`src/sv/gfadp_pkg.sv`:
```
`timescale 1ns / 1ps
`default_nettype none
// ----------------------------------------------------------------------------
// gfadp_pkg
// Shared types and codes for the GF(2^8) two-parity dot-product engine.
// ----------------------------------------------------------------------------
package gfadp_pkg;

  localparam int unsigned BYTES_PER_WORD = 8;
  localparam int unsigned WORD_W         = 64;
  localparam int unsigned COUNT_W        = 4;

  // action codes
  localparam logic ACT_TABLE_WRITE = 1'b0;
  localparam logic ACT_DATA        = 1'b1;

  // parity select codes
  localparam logic PAR_ONE = 1'b0;
  localparam logic PAR_TWO = 1'b1;

  typedef struct packed {
    logic               action;
    logic [4:0]         source_index;
    logic               parity_select;
    logic [1:0]         lane;
    logic [WORD_W-1:0]  payload_word;
    logic               last_source;
    logic [COUNT_W-1:0] valid_bytes;
  } in_req_t;

  typedef struct packed {
    logic [WORD_W-1:0] parity_one_word;
    logic [WORD_W-1:0] parity_two_word;
  } out_rsp_t;

  // control that travels with a data request down the pipeline
  typedef struct packed {
    logic               valid;
    logic               last;
    logic [COUNT_W-1:0] count;
  } stage_ctl_t;

endpackage : gfadp_pkg
`default_nettype wire

```
`src/sv/gfadp_accum.sv`:
```
`timescale 1ns / 1ps
`default_nettype none
// ----------------------------------------------------------------------------
// gfadp_accum
// Merge stage: XOR-accumulate the lane results into both parity words and
// emit the masked words on the final source of a column.
// ----------------------------------------------------------------------------
module gfadp_accum import gfadp_pkg::*; (
  input  wire logic              clk,
  input  wire logic              rst_n,
  input  wire logic              en,
  input  wire stage_ctl_t        ctl,
  input  wire logic [WORD_W-1:0] word_one,
  input  wire logic [WORD_W-1:0] word_two,
  output logic                   out_valid,
  input  wire logic              out_stall,
  output out_rsp_t               out_rsp
);

  logic [WORD_W-1:0] acc_one_r;
  logic [WORD_W-1:0] acc_two_r;
  logic [WORD_W-1:0] sum_one;
  logic [WORD_W-1:0] sum_two;
  logic [WORD_W-1:0] keep_mask;
  logic              out_valid_r;
  out_rsp_t          out_rsp_r;

  // keep bytes below the count; a count of eight or more keeps all
  function automatic logic [WORD_W-1:0] byte_mask(input logic [COUNT_W-1:0] count);
    logic [WORD_W-1:0] m;
    m = '0;
    for (int b = 0; b < BYTES_PER_WORD; b++) begin
      m[8*b +: 8] = (COUNT_W'(b) < count) ? 8'hFF : 8'h00;
    end
    return m;
  endfunction

  assign sum_one   = acc_one_r ^ word_one;
  assign sum_two   = acc_two_r ^ word_two;
  assign keep_mask = byte_mask(ctl.count);

  always_ff @(posedge clk) begin
    if (!rst_n) begin
      out_valid_r <= 1'b0;
      acc_one_r   <= '0;
      acc_two_r   <= '0;
    end else begin
      if (en && ctl.valid && ctl.last) begin
        out_valid_r <= 1'b1;
      end else if (out_valid_r && !out_stall) begin
        out_valid_r <= 1'b0;
      end
      if (en && ctl.valid) begin
        if (ctl.last) begin
          acc_one_r <= '0;
          acc_two_r <= '0;
        end else begin
          acc_one_r <= sum_one;
          acc_two_r <= sum_two;
        end
      end
    end
  end

  always_ff @(posedge clk) begin
    if (en && ctl.valid && ctl.last) begin
      out_rsp_r.parity_one_word <= sum_one & keep_mask;
      out_rsp_r.parity_two_word <= sum_two & keep_mask;
    end
  end

  assign out_valid = out_valid_r;
  assign out_rsp   = out_rsp_r;

endmodule : gfadp_accum
`default_nettype wire

```
`config.mk`:
```
export PLATFORM = sky130hd
export DESIGN_NAME = gfadp_accum
export DESIGN_NICKNAME = d
export VERILOG_FILES = /design/src/sv/gfadp_pkg.sv /design/src/sv/gfadp_accum.sv
export SDC_FILE = /design/constraint.sdc
export NUM_CORES = 1
export LEC_CHECK = 0
export BUFFER_PORTS_ARGS = -buffer_cell sky130_fd_sc_hd__buf_4
export CAP_MARGIN = 20
export CORE_UTILIZATION = 40
export DETAILED_ROUTE_END_ITERATION = 10
export HOLD_SLACK_MARGIN = 0.12
export PLACE_DENSITY_LB_ADDON = 0.12
export SLEW_MARGIN = 20
export SYNTH_ARGS = -nofsm -noshare
export SYNTH_HDL_FRONTEND = slang
export SYNTH_SLANG_ARGS = --single-unit
```
`constraint.sdc`:
```
create_clock -name clk -period 5.5 [get_ports clk]
set_input_delay 1.1 -clock clk [delete_from_list [all_inputs] [get_ports clk]]
set_output_delay 1.1 -clock clk [all_outputs]
set_load 0.02 [all_outputs]
```
# Yosys cells after proc, flatten, opt, wreduce, memory -nomap -nowiden
# Cells that the tools add are included.
[totals] elab_cells=34 out_inout_bits=129 reg_bits=257 input_bits=138
[classes] order_cmp=8 muxes=12 n_reduce_logical=5 bitwise=4
[op_table] cell="AND 64 bit" count=2
[op_table] cell="2-to-1 mux 64 bit" count=2
[op_table] cell="bitwise XOR 64 bit" count=2
[op_table] cell="2-to-1 mux 8 bit" count=8
[op_table] cell="< comparator 3 x 4 -> 1 bit, first input constant" count=4
[op_table] cell="< comparator 1 x 4 -> 1 bit, first input constant" count=2
[op_table] cell="< comparator 2 x 4 -> 1 bit, first input constant" count=2
[op_table] cell="logical AND 1 bit" count=3
[op_table] cell="2-to-1 mux 1 bit" count=2
[op_table] cell="nonzero test 2 bit" count=1
[op_table] cell="zero test 1 bit" count=1

# Longest topological paths before layout
[depth] ltp_word=4 mapped_depth=4 depth_no_buf=2

# Worst setup path after synthesis
# OpenSTA, ideal clock, no wires.
[synth_timing] path_kind="input to register" from="in ctl[4] (netlist name)" to="reg out_rsp_r, in the netlist out_rsp[0] (enable)" required_time_ps=4996 setup_time_ps=504 cell_stages=3 setup_slack_ps=501 t_arrival_ps=4495 path_buffers=2 path_cell_list="buf_2 > buf_2 > and3_1"
[synth_between] elab_chain_len=1
[synth_rtl] item="start, declared" line="gfadp_accum.sv:12" rtl="input wire stage_ctl_t ctl,"
[synth_rtl] item="logical AND 1 bit" line="gfadp_accum.sv:66" rtl="if (en && ctl.valid && ctl.last) begin"
[synth_rtl] item="end, declared" line="gfadp_accum.sv:26" rtl="out_rsp_t out_rsp_r;"
# Every way passes these cells.
# A chain may end at the register's enable or synchronous reset.

# Worst setup path after layout
[layout_timing] from="in ctl[4] (netlist name)" to="reg out_rsp_r, in the netlist out_rsp[14] (enable)"
# The elaborated chain is that of the path after synthesis.

==> impl_metrics.json <==
{
  "die_area_um2": 30540,
  "intPower_mw": 3.372,
  "syn_area_per_cell_um2": 11.90,
  "power_frac_clock": 0.402,
  "cts_root_buf": "clkbuf_16",
  "setup_slack_ns": 2.628,
  "groute.usage.overall": 0.1914,
  "wirelength_um": 30200,
  "fp-row-count": 62,
  "pwr-share-comb": 0.122,
  "worstSetupStartpoint": "ctl[4]",
  "fin_util": 0.5172,
  "io_buffers": 266,
  "placed_cell_area_um2": 14130,
  "drt_pass1_iterations": 5,
  "wl_per_cell_um": 18.61,
  "cp_max_fo": 75,
  "finalCritPeriodShare": 0.5222,
  "fp.dieW_um": 174.8,
  "area_growth_pct": 25.68,
  "core_um2": 29010,
  "h-tree-depth": 1,
  "fin_cells": 1623,
  "crit_path_start_kind": "primary input",
  "post-route-cell-area_um2": 15000,
  "cts_setup_buffers": 0,
  "drive_gt1_frac": 0.2623,
  "avgViaCountPerCell": 5.518,
  "max_freq_mhz": 348.2,
  "setup-tns-final_ns": 0,
  "synthSimpleGateAreaFrac": 0.1338,
  "ys_seq_elements": 257,
  "hold_depth": 1,
  "r2r_cells": 2,
  "diodes": 0,
  "grt_pass1_vias": 8420,
  "ys_warn_count": 0,
  "fin_nets": 1356,
  "finalHoldViolCount": 0,
  "leakagePower_nw": 5.593,
  "numClockSinks": 257,
  "critPathArrivalTime_ns": 3.06,
  "grt-ovfl-total": 0,
  "cp-end-kind": "register",
  "drt-initial-drc-count": 571,
  "hold_path.class": "register to register",
  "place_inst": 1571,
  "worstPathRequired_ns": 5.69,
  "hold_buffers": 0,
  "drc_errors": 0,
  "power_density_nw_per_um2": 297.3,
  "whs_ns": 0.5317,
  "fin_crit_ns": 2.872,
  "post-place-ws_ns": 1.991,
  "ir_drop_mv": 0.1886,
  "grt_max_degree": 142,
  "p_seq_frac": 0.476,
  "ys_types": 20,
  "seq_area_frac_synth": 0.5383,
  "yosys.area_share.adder": 0,
  "num_vias": 8956,
  "status": "finished clean",
  "antenna_found_initial": 0,
  "max-cap-violations": 0,
  "synth_compound_area_frac": 0.1975,
  "synth_mux_area_frac": 0,
  "worstHoldStart": "acc_one_r[25]",
  "synthXorXnorAreaFrac": 0.09390,
  "chipHeight_um": 174.8,
  "clk_latency_ns": 0.53,
  "syn_inst": 1003,
  "r2r-end": "acc_one_r[56]",
  "finalSetupViolations": 0,
  "skew_ns": 0.007531,
  "clk_path_buf_depth": 3,
  "gp_congestion": 0.7528,
  "grt_pass1_wl_um": 46980,
  "clk_pin_slew_ns": 0.06,
  "initial_core_util": 0.4115,
  "switching_share": 0.2441,
  "finalPower_mw": 4.461,
  "synth_nets": 1141,
  "slew_violations": 0,
  "crit_type": "primary input to register",
  "tightestPinTransition_ns": 1.057,
  "syn_area_um2": 11940,
  "io_pins": 267,
  "postRouteAntennaNets": 0,
  "cts_tree": "done",
  "cts_buffers": 29,
  "r2r-start": "acc_one_r[56]",
  "reg2reg_slack_ns": 4.63,
  "max_slew_margin": 0.2904,
  "power_switching_mw": 1.089,
  "whs_endpoint": "acc_one_r[25]",
  "rsz0062_at_grt": "false",
  "synth_top_family_by_area": "compound AO/OA/AOI/OAI gates",
  "place_hpwl_um": 18380,
  "ctsResizeCount": 0
}
-- state kept, by name, indices dropped and copies added (netlist names) --
name       cells
acc_two_r     64
out_valid      1
out_rsp      128
acc_one_r     64
-- worst max path at each step --
stage | end | slack, ns | cells after the start
after floorplan | out_rsp[0] | 0.50 | 3
after global placement | out_rsp[72] | 1.96 | 3
after detailed placement | out_rsp[72] | 1.99 | 3
after CTS | out_rsp[98] | 2.56 | 3
after global routing | out_rsp[30] | 2.47 | 3
final | out_rsp[14] | 2.63 | 3
-- critical path: stages --
cell and delay, ns:
buf_4 0.58, and3_4 0.87, buf_12 0.44
-- cell families (layout without fill, tap and decap cells) --
group | Yosys count | in the layout
compound gates | 277 | 277
flops | 257 | 257
simple gates | 246 | 246
xor+xnor | 128 | 128
buf+inv | 95 | 331
-- cell usage after synthesis (all sizes together) --
cell type / count / area (um2)
o21a: 1 / 7.510
o211ai: 128 / 960.9
xnor2: 128 / 1121
and3b: 129 / 1130
nor2: 113 / 424.2
a211oi: 1 / 12.51
clkbuf: 29 / 108.9
a31oi: 1 / 6.260
inv: 1 / 3.750
and2: 1 / 6.260
buf: 65 / 322.8
nor3: 1 / 10.01
a32o: 128 / 1281
a21oi: 17 / 85.08
nor4: 1 / 21.27
o21ai: 1 / 5.000
edfxtp: 128 / 3844
and3: 1 / 6.260
dfxtp: 129 / 2582
-- layout by cell type, fill, tap and decap left out, types with 10 or more instances in the layout --
cell / synthesis / routed
a21oi_1: 17 / 17
clkbuf_1: 29 / 10
a32o_1: 128 / 128
and3b_1: 129 / 128
dfxtp_1: 129 / 129
edfxtp_1: 128 / 128
nor2_1: 113 / 113
o211ai_1: 128 / 128
xnor2_1: 128 / 128
clkbuf_16: 0 / 29
buf_4: 0 / 274
-- metal layers --
| layer | track usage | routed length [um] |
|---|---|---|
| met2 | 0.3089 | 13930 |
| met3 | 0.04243 | 2050 |
| met5 | 0 | 0 |
| met1 | 0.2603 | 13680 |
| met4 | 0.04638 | 544 |
-- power groups by stage --
stage / registers (mW) / logic [mW] / clock network, mW
2_1_floorplan: 2.20 / 0.289 / 0
3_3_place_gp: 2.17 / 0.541 / 0
3_5_place_dp: 2.17 / 0.548 / 0
4_1_cts: 2.13 / 0.550 / 1.84
5_1_grt: 2.13 / 0.594 / 1.91
6_report: 2.13 / 0.543 / 1.79
-- layout make-up --
cell class	count	area, um2
fill	2637	14010
sequential	257	6426
multi-input combinational	651	5092
timing repair buffer	278	2128
clock buffer	44	832.0
tap	384	480.5
clock inverter	8	41.29
inverter	1	3.754
No activity file was read; power rests on OpenSTA's default activity.
