`config.mk`:
```
export PLATFORM = sky130hd
export DESIGN_NAME = gfadp_lane
export DESIGN_NICKNAME = d
export VERILOG_FILES = /design/src/sv/gfadp_pkg.sv /design/src/sv/gfadp_lane.sv
export SDC_FILE = /design/constraint.sdc
export NUM_CORES = 1
export LEC_CHECK = 0
export BUFFER_PORTS_ARGS = -buffer_cell sky130_fd_sc_hd__buf_2
export CORE_MARGIN = 5
export CORE_UTILIZATION = 37
export DETAILED_ROUTE_END_ITERATION = 10
export PLACE_DENSITY = 0.8
export SYNTH_ARGS = -nofsm -noshare
export SYNTH_HDL_FRONTEND = slang
export SYNTH_SLANG_ARGS = --single-unit
```
`constraint.sdc`:
```
create_clock -name vclk -period 1.2
set_input_delay 0.24 -clock vclk [all_inputs]
set_output_delay 0.24 -clock vclk [all_outputs]
set_load 0.1 [all_outputs]
```
`src/sv/gfadp_pkg.sv`:
```
`timescale 1ns / 1ps
`default_nettype none
// ----------------------------------------------------------------------------
// gfadp_pkg
// Shared types and codes for the GF(2^8) two-parity dot-product engine.
// ----------------------------------------------------------------------------
package gfadp_pkg;

  localparam int unsigned BYTES_PER_WORD = 8;
  localparam int unsigned WORD_W         = 64;
  localparam int unsigned COUNT_W        = 4;

  // action codes
  localparam logic ACT_TABLE_WRITE = 1'b0;
  localparam logic ACT_DATA        = 1'b1;

  // parity select codes
  localparam logic PAR_ONE = 1'b0;
  localparam logic PAR_TWO = 1'b1;

  typedef struct packed {
    logic               action;
    logic [4:0]         source_index;
    logic               parity_select;
    logic [1:0]         lane;
    logic [WORD_W-1:0]  payload_word;
    logic               last_source;
    logic [COUNT_W-1:0] valid_bytes;
  } in_req_t;

  typedef struct packed {
    logic [WORD_W-1:0] parity_one_word;
    logic [WORD_W-1:0] parity_two_word;
  } out_rsp_t;

  // control that travels with a data request down the pipeline
  typedef struct packed {
    logic               valid;
    logic               last;
    logic [COUNT_W-1:0] count;
  } stage_ctl_t;

endpackage : gfadp_pkg
`default_nettype wire

```
`src/sv/gfadp_lane.sv`:
```
`timescale 1ns / 1ps
`default_nettype none
// ----------------------------------------------------------------------------
// gfadp_lane
// One byte lane: affine bit-matrix transform of a data byte under the
// first-parity and the second-parity matrix.
// ----------------------------------------------------------------------------
module gfadp_lane import gfadp_pkg::*; (
  input  wire logic [WORD_W-1:0] mat_one,
  input  wire logic [WORD_W-1:0] mat_two,
  input  wire logic [7:0]        data_byte,
  output logic      [7:0]        out_one,
  output logic      [7:0]        out_two
);

  localparam logic [7:0] AFFINE_CONST = 8'h00;

  // result bit i is the parity of matrix byte (7-i) AND x
  function automatic logic [7:0] affine_byte(input logic [WORD_W-1:0] mat,
                                             input logic [7:0] x);
    logic [7:0] r;
    r = '0;
    for (int i = 0; i < 8; i++) begin
      r[i] = ^(mat[8*(7-i) +: 8] & x);
    end
    return r ^ AFFINE_CONST;
  endfunction

  assign out_one = affine_byte(mat_one, data_byte);
  assign out_two = affine_byte(mat_two, data_byte);

endmodule : gfadp_lane
`default_nettype wire

```
==> metrics, run 1 <==
error message [ERROR DPL-0033] detailed placement checks failed during check placement.; io pins around 150; Buffers on Ports 152; worst_ep grt out_two[6]; largest net degree at the start of global routing 9; Syn Inst Count 256; sequential area share after synthesis 0%; status did not finish; syn avg cell area 7.20 sq um; initial antenna violation count 0; Initial Util roughly 39%; Die H roughly 81 um; Die Wd roughly 81 um; HPWL after DPL about 5600 um; Netlist cell types 8; CTS hold repair buffers 0; Mapped Area 1840 sq um; Ys Warns 0; Worst EP Category primary output; post-synth net total a little under 400; GP Congestion between 0.7 and 0.8; last flow stage reached global routing; row cnt 25
[cells by family after synthesis]
family        count (synthesis)  share of synthesized area [%]
simple gates                128                           29.1
xor+xnor                    112                           60.1
buf+inv                      16                           10.8
[stage by stage]
| step | cell area (sq um) | utilization, % | setup TNS (ps) | instances | setup slack, ps |
|---|---|---|---|---|---|
| 3_3_place_gp | 3510 | 73.3 | -8360 | 481 | -566 |
| 4_1_cts | 4220 | 88.2 | -5930 | 486 | -390 |
| 3_5_place_dp | 3510 | 73.3 | -8690 | 481 | -601 |
| 2_1_floorplan | 2380 | - | -7740 | 256 | -528 |
[timing repair]
action / CTS
endpoints found under the setup margin: 16
gates cloned: 4
setup buffers: 3
resized for setup: 126
pin swaps: 64
[synth_stat cells]
library cell / n / share of area (%)
buf_12: 3 / 3.3
buf_4: 2 / 0.81
buf_6: 11 / 6.7
nand2_1: 106 / 22
nand2_2: 22 / 7.5
xnor2_1: 79 / 38
xnor2_2: 17 / 15
xor2_1: 16 / 7.6
==> inputs of run 2 (changes only) <==
--- a/config.mk
+++ b/config.mk
@@ -7,9 +7,9 @@
 export LEC_CHECK = 0
 export BUFFER_PORTS_ARGS = -buffer_cell sky130_fd_sc_hd__buf_2
 export CORE_MARGIN = 5
-export CORE_UTILIZATION = 37
+export CORE_UTILIZATION = 25
 export DETAILED_ROUTE_END_ITERATION = 10
-export PLACE_DENSITY = 0.8
+export PLACE_DENSITY_LB_ADDON = 0.15
 export SYNTH_ARGS = -nofsm -noshare
 export SYNTH_HDL_FRONTEND = slang
 export SYNTH_SLANG_ARGS = --single-unit
==> constraint.sdc (replaced) <==
create_clock -name vclk -period 1.6
set_input_delay 0.32 -clock vclk [all_inputs]
set_output_delay 0.32 -clock vclk [all_outputs]
set_load 0.1 [all_outputs]
==> run 2 against run 1 <==
The flow now finishes, with violations (negative setup slack). Synthesized cell count unchanged. Area after synthesis stayed put.
==> metrics, run 2 <==
Synth-to-Final Area Change 148%; largest net degree at the start of global routing 9; commonest non-fill, non-tap cell in the layout buf_2; Final #Nets ~560; Netlist cell types 8; first-pass GRT wire length between 10000 and 15000 um; Core Area 7210 sq um; vias per cell just over 4; GP Congestion ~0.77; Mapped Area between 1500 and 2000 sq um; FFs & Latches 0; total die area 9190 sq um; Initial Util between 20% and 30%; syn avg cell area 7.20 sq um; CLK BUF 0; Slew Viols, Final 0; fraction of layout cells with a size suffix above 1 87.6%; sequential cell area 0 sq um; DRT Pass-1 Iters 4; post-DR wirelength/cell around 15 um; synth cell count leaders nand2_1 (106), xnor2_1 (79), nand2_2 (22); GR Overflow Total 0; startpoint class of the critical path input port; Die Wd 95.9 um; hold crit path type in2out; Ys Warns 0; status finished, violations left; DRC 0; drt initial violations 24; drt total wl 7530 um; post-synth top area cell xnor2_1; sequential area share after synthesis 0%; post-synth net total between 300 and 400; initial antenna violation count 0; Syn Inst Count ~260; pre-CTS setup slack -364 ps; required time of the critical path approximately 1300 ps; final setup margin -182 ps; CTS hold repair buffers 0; synth top area cells xnor2_1 (38%), nand2_1 (22%), xnor2_2 (15%), xor2_1 (7.6%), nand2_2 (7.5%); vias in the first global route approximately 2400; arrival time at the worst endpoint 1460 ps; worst hold margin 1330 ps; FILL cells 602; Yosys top cell area share a little under two fifths; commonest cells after routing, fill and taps aside buf_2 (128), xnor2_2 (70), nand2_2 (59), nand2_1 (46), buf_12 (29); PwrDens 860 nW/um^2; GRT Util Overall ~16%; failing checks negative setup slack; RSZ-0062 raised after global routing true; most frequent cell after synthesis nand2_1; row cnt 31; Buffers on Ports ~150; Tmin final roughly 1800 ps; Max Clk Rate between 500 and 600 MHz; Worst Max-Slew Pin Slew 328 ps; final worst-path cycle share 111%; via count of the routed design around 2100; io pins 152; crit-path max FO 8; CP endpoint kind output pin; Die H 95.9 um; HPWL after DPL between 5000 and 6000 um; final hold violation count 0; final setup fails 16; footprint of the multi-input gates ~2800 sq um; leakage 0.00225 uW; Worst IR Drop VDD ~0.00087 V; Setup CP Type in2out; DRT antenna net count 0; Max-Cap Viols 0; antenna fix cells 0; Max-slew headroom about 78%
run 2: cell counts after synthesis:
No cell type changed its count.
run 2: cell families after synthesis:
family | after synthesis | share of synthesized area [%]
xor gates and xnor gates | 112 | 60.1
buffers and inverters | 16 | 10.8
and+or+nand+nor | 128 | 29.1
run 2: path summary, 6_finish.rpt:
path	start	to	slack [ps]	depth (start not counted)
worst max-delay path	data_byte[7]	out_one[5]	-180	8
worst min-delay path	mat_one[18]	out_one[5]	1330	6
run 2: through the flow:
step	power, uW	cells	utilization, %	instance area (sq um)	setup TNS [ps]
after detailed placement	3570	510	48.9	3520	-4700
after CTS	3900	519	60.7	4380	-2590
after global routing	4070	519	63.3	4560	-3130
after floorplan	2470	256	-	2380	-3900
after global placement	3550	510	48.9	3520	-4530
final	3930	519	63.3	4560	-2370
run 2: worst max-delay path, stage by stage:
cell	delay, ps
buf_8	90
buf_12	140
buf_8	110
nand2_4	40
xor2_2	150
xnor2_2	240
xnor2_4	170
buf_12	190
run 2: metal layers:
| layer | share of wire [%] | global-route usage (%) | wire length [um] | up-vias |
|---|---|---|---|---|
| met1 | 39 | 21.5 | 2920 | 965 |
| met5 | 0 | 0 | 0 | - |
| met3 | 8.4 | 2.42 | 632 | 0 |
| li1 | - | - | - | 1077 |
| met2 | 53 | 30.0 | 3980 | 99 |
| met4 | 0 | 0.118 | 0 | 0 |
run 2: cell type report:
class	instances	area share [%]
tap	99	2.71
timing repair buffer	180	35.4
multi-input combinational	240	61.9
run 2: what timing repair did:
item	4_1_cts	5_1_grt
gates cloned	8	0
pin swaps	61	33
setup endpoints to repair	16	16
resized for setup	131	39
buffers inserted	1	0
run 2: power by group:
group	switching (uW)	total, uW	internal (uW)
clock	0	0	0
sequential	0	0	0
combinational	2190	3930	1740
(Power assumes the default switching activity.)
==> inputs of run 3 (changes only) <==
--- a/config.mk
+++ b/config.mk
@@ -9,7 +9,7 @@
 export CORE_MARGIN = 5
 export CORE_UTILIZATION = 25
 export DETAILED_ROUTE_END_ITERATION = 10
-export PLACE_DENSITY_LB_ADDON = 0.15
+export PLACE_DENSITY = 0.56
 export SYNTH_ARGS = -nofsm -noshare
 export SYNTH_HDL_FRONTEND = slang
 export SYNTH_SLANG_ARGS = --single-unit
==> run 3 against run 2 <==
Cell area up 0.66%. Sequential share of layout area unchanged. The run still ends with negative setup slack left. Core utilization up 0.42 points. Worst setup slack better by 4.8 ps. Total power up 1.4%. Global-route usage down 0.28 points. Die area unchanged. Routed wire length up 4.1%. Non-clock buffer count up 3. Worst hold slack worse by 8.9 ps. Largest power group unchanged. Count of clock-buffer cells in the layout unchanged.
==> metrics, run 3 (synthesis gave the netlist of run 2 again) <==
status finished, violations left; failing checks negative setup slack; Buffers on Ports approximately 150; io pins around 150; leakage 0.00222 uW; RSZ-0062 raised after global routing true; post-DR wirelength/cell around 15 um; fraction of layout cells with a size suffix above 1 85.6%; row cnt 31; Core Area ~7200 sq um; DRT Pass-1 Iters 4; final setup fails 16; Die H between 90 and 100 um; startpoint class of the critical path input port; Tmin final roughly 1800 ps; CLK BUF 0; largest net degree at the start of global routing 9; antenna fix cells 0; DRT antenna net count 0; sequential cell area 0 sq um; final hold violation count 0; drt total wl 7840 um; final setup margin -177 ps; GRT Util Overall roughly 16%; Worst Hold Endpoint out_one[1]; final cell count without fillers between 500 and 600; FFs & Latches 0; HPWL after DPL roughly 6100 um; worst hold path depth 6; Max-Cap Viols 0; arrival time at the worst endpoint 1460 ps; first-pass GRT wire length between 10000 and 15000 um; Synth-to-Final Area Change 149%; Slowest cell on crit path xnor2_4; Max Clk Rate 563 MHz; Die Wd 95.9 um; Critical Path Max Stage Delay roughly 230 ps; GP Congestion ~0.79; commonest cells after routing, fill and taps aside buf_2 (128), xnor2_2 (58), nand2_2 (58), nand2_1 (48), buf_12 (30); commonest non-fill, non-tap cell in the layout buf_2; Max-slew headroom 78.9%; DRC 0; final worst-path cycle share 111%; Worst Max-Slew Pin Slew approximately 320 ps; vias per cell about 4.3; drt initial violations 24; hold crit path type in2out; GR Overflow Total 0; crit-path cells buf_8, buf_12, buf_12, nand2_8, xnor2_4, xnor2_4, xnor2_4, buf_12; crit-path max FO 7; Slew Viols, Final 0; via count of the routed design 2229; vias in the first global route ~2500; worst hold margin ~1300 ps; Total Power roughly 4000 uW; placed insts slightly above 500; Initial Util between 20 and 30%; PwrDens 867 nW/um^2; Worst IR Drop VDD 0.000644 V; Setup CP Type in2out; CP endpoint kind output pin; critical hold path startpoint mat_one[50]; total die area 9190 sq um; initial antenna violation count 0; WP buf/inv 4; delay-heaviest family, CP XOR/XNOR gates; Final #Nets between 500 and 600; required time of the critical path 1280 ps
-- run 3: changes by cell type in the layout (fill, tap and decap cells not counted), moves of 3 or more --
cell / change
xnor2_4: +7
xor2_2: -3
xnor2_1: +5
xnor2_2: -12
buf_16: -3
-- run 3: worst max-delay path by stage --
| stage | to | depth (start not counted) | from |
|---|---|---|---|
| 2_1_floorplan | out_one[1] | 6 | data_byte[2] |
| 3_3_place_gp | out_two[2] | 7 | data_byte[6] |
| 3_5_place_dp | out_two[2] | 7 | data_byte[6] |
| 4_1_cts | out_one[0] | 8 | data_byte[5] |
| 5_1_grt | out_one[4] | 8 | data_byte[7] |
| 6_report | out_one[0] | 8 | data_byte[5] |
-- run 3: cell type report --
type | count | area [sq um]
fill | 566 | 2620
multi-input combinational | 240 | 2860
tap | 99 | 124
timing repair buffer | 183 | 1610
-- run 3: repair_timing --
action                                  CTS  global route
pin swaps                                65            37
endpoints found under the setup margin   16            16
cloned                                    5             0
setup buffers                             5             0
resized for setup                       138            34
hold buffers                              0             0
-- run 3: through the flow --
stage	util (%)	setup TNS, ps	cell area, sq um	setup slack [ps]
after floorplan	-	-3900	2380	-288
after global placement	49.5	-4280	3570	-354
after detailed placement	49.5	-4570	3570	-381
after CTS	61.0	-2520	4400	-198
after global routing	63.7	-3160	4590	-240
final	63.7	-2420	4590	-177
-- run 3: worst min-delay path: stages --
cell     delay (ps)
buf_2           100
nand2_2          70
xnor2_2         120
xnor2_2         150
xnor2_4          80
buf_12          160
-- run 3: report_power, final --
part           switching [uW]  internal (uW)  total, uW
clock                       0              0          0
sequential                  0              0          0
combinational            2210           1770       3980
total                    2210           1770       3980
-- run 3: layer usage --
metal	GRT usage, %	vias up	part of all wire (%)
met5	0	-	0
met1	18.4	1021	36
li1	-	1082	-
met4	1.18	0	1.4
met3	3.83	8	11
met2	31.2	118	52
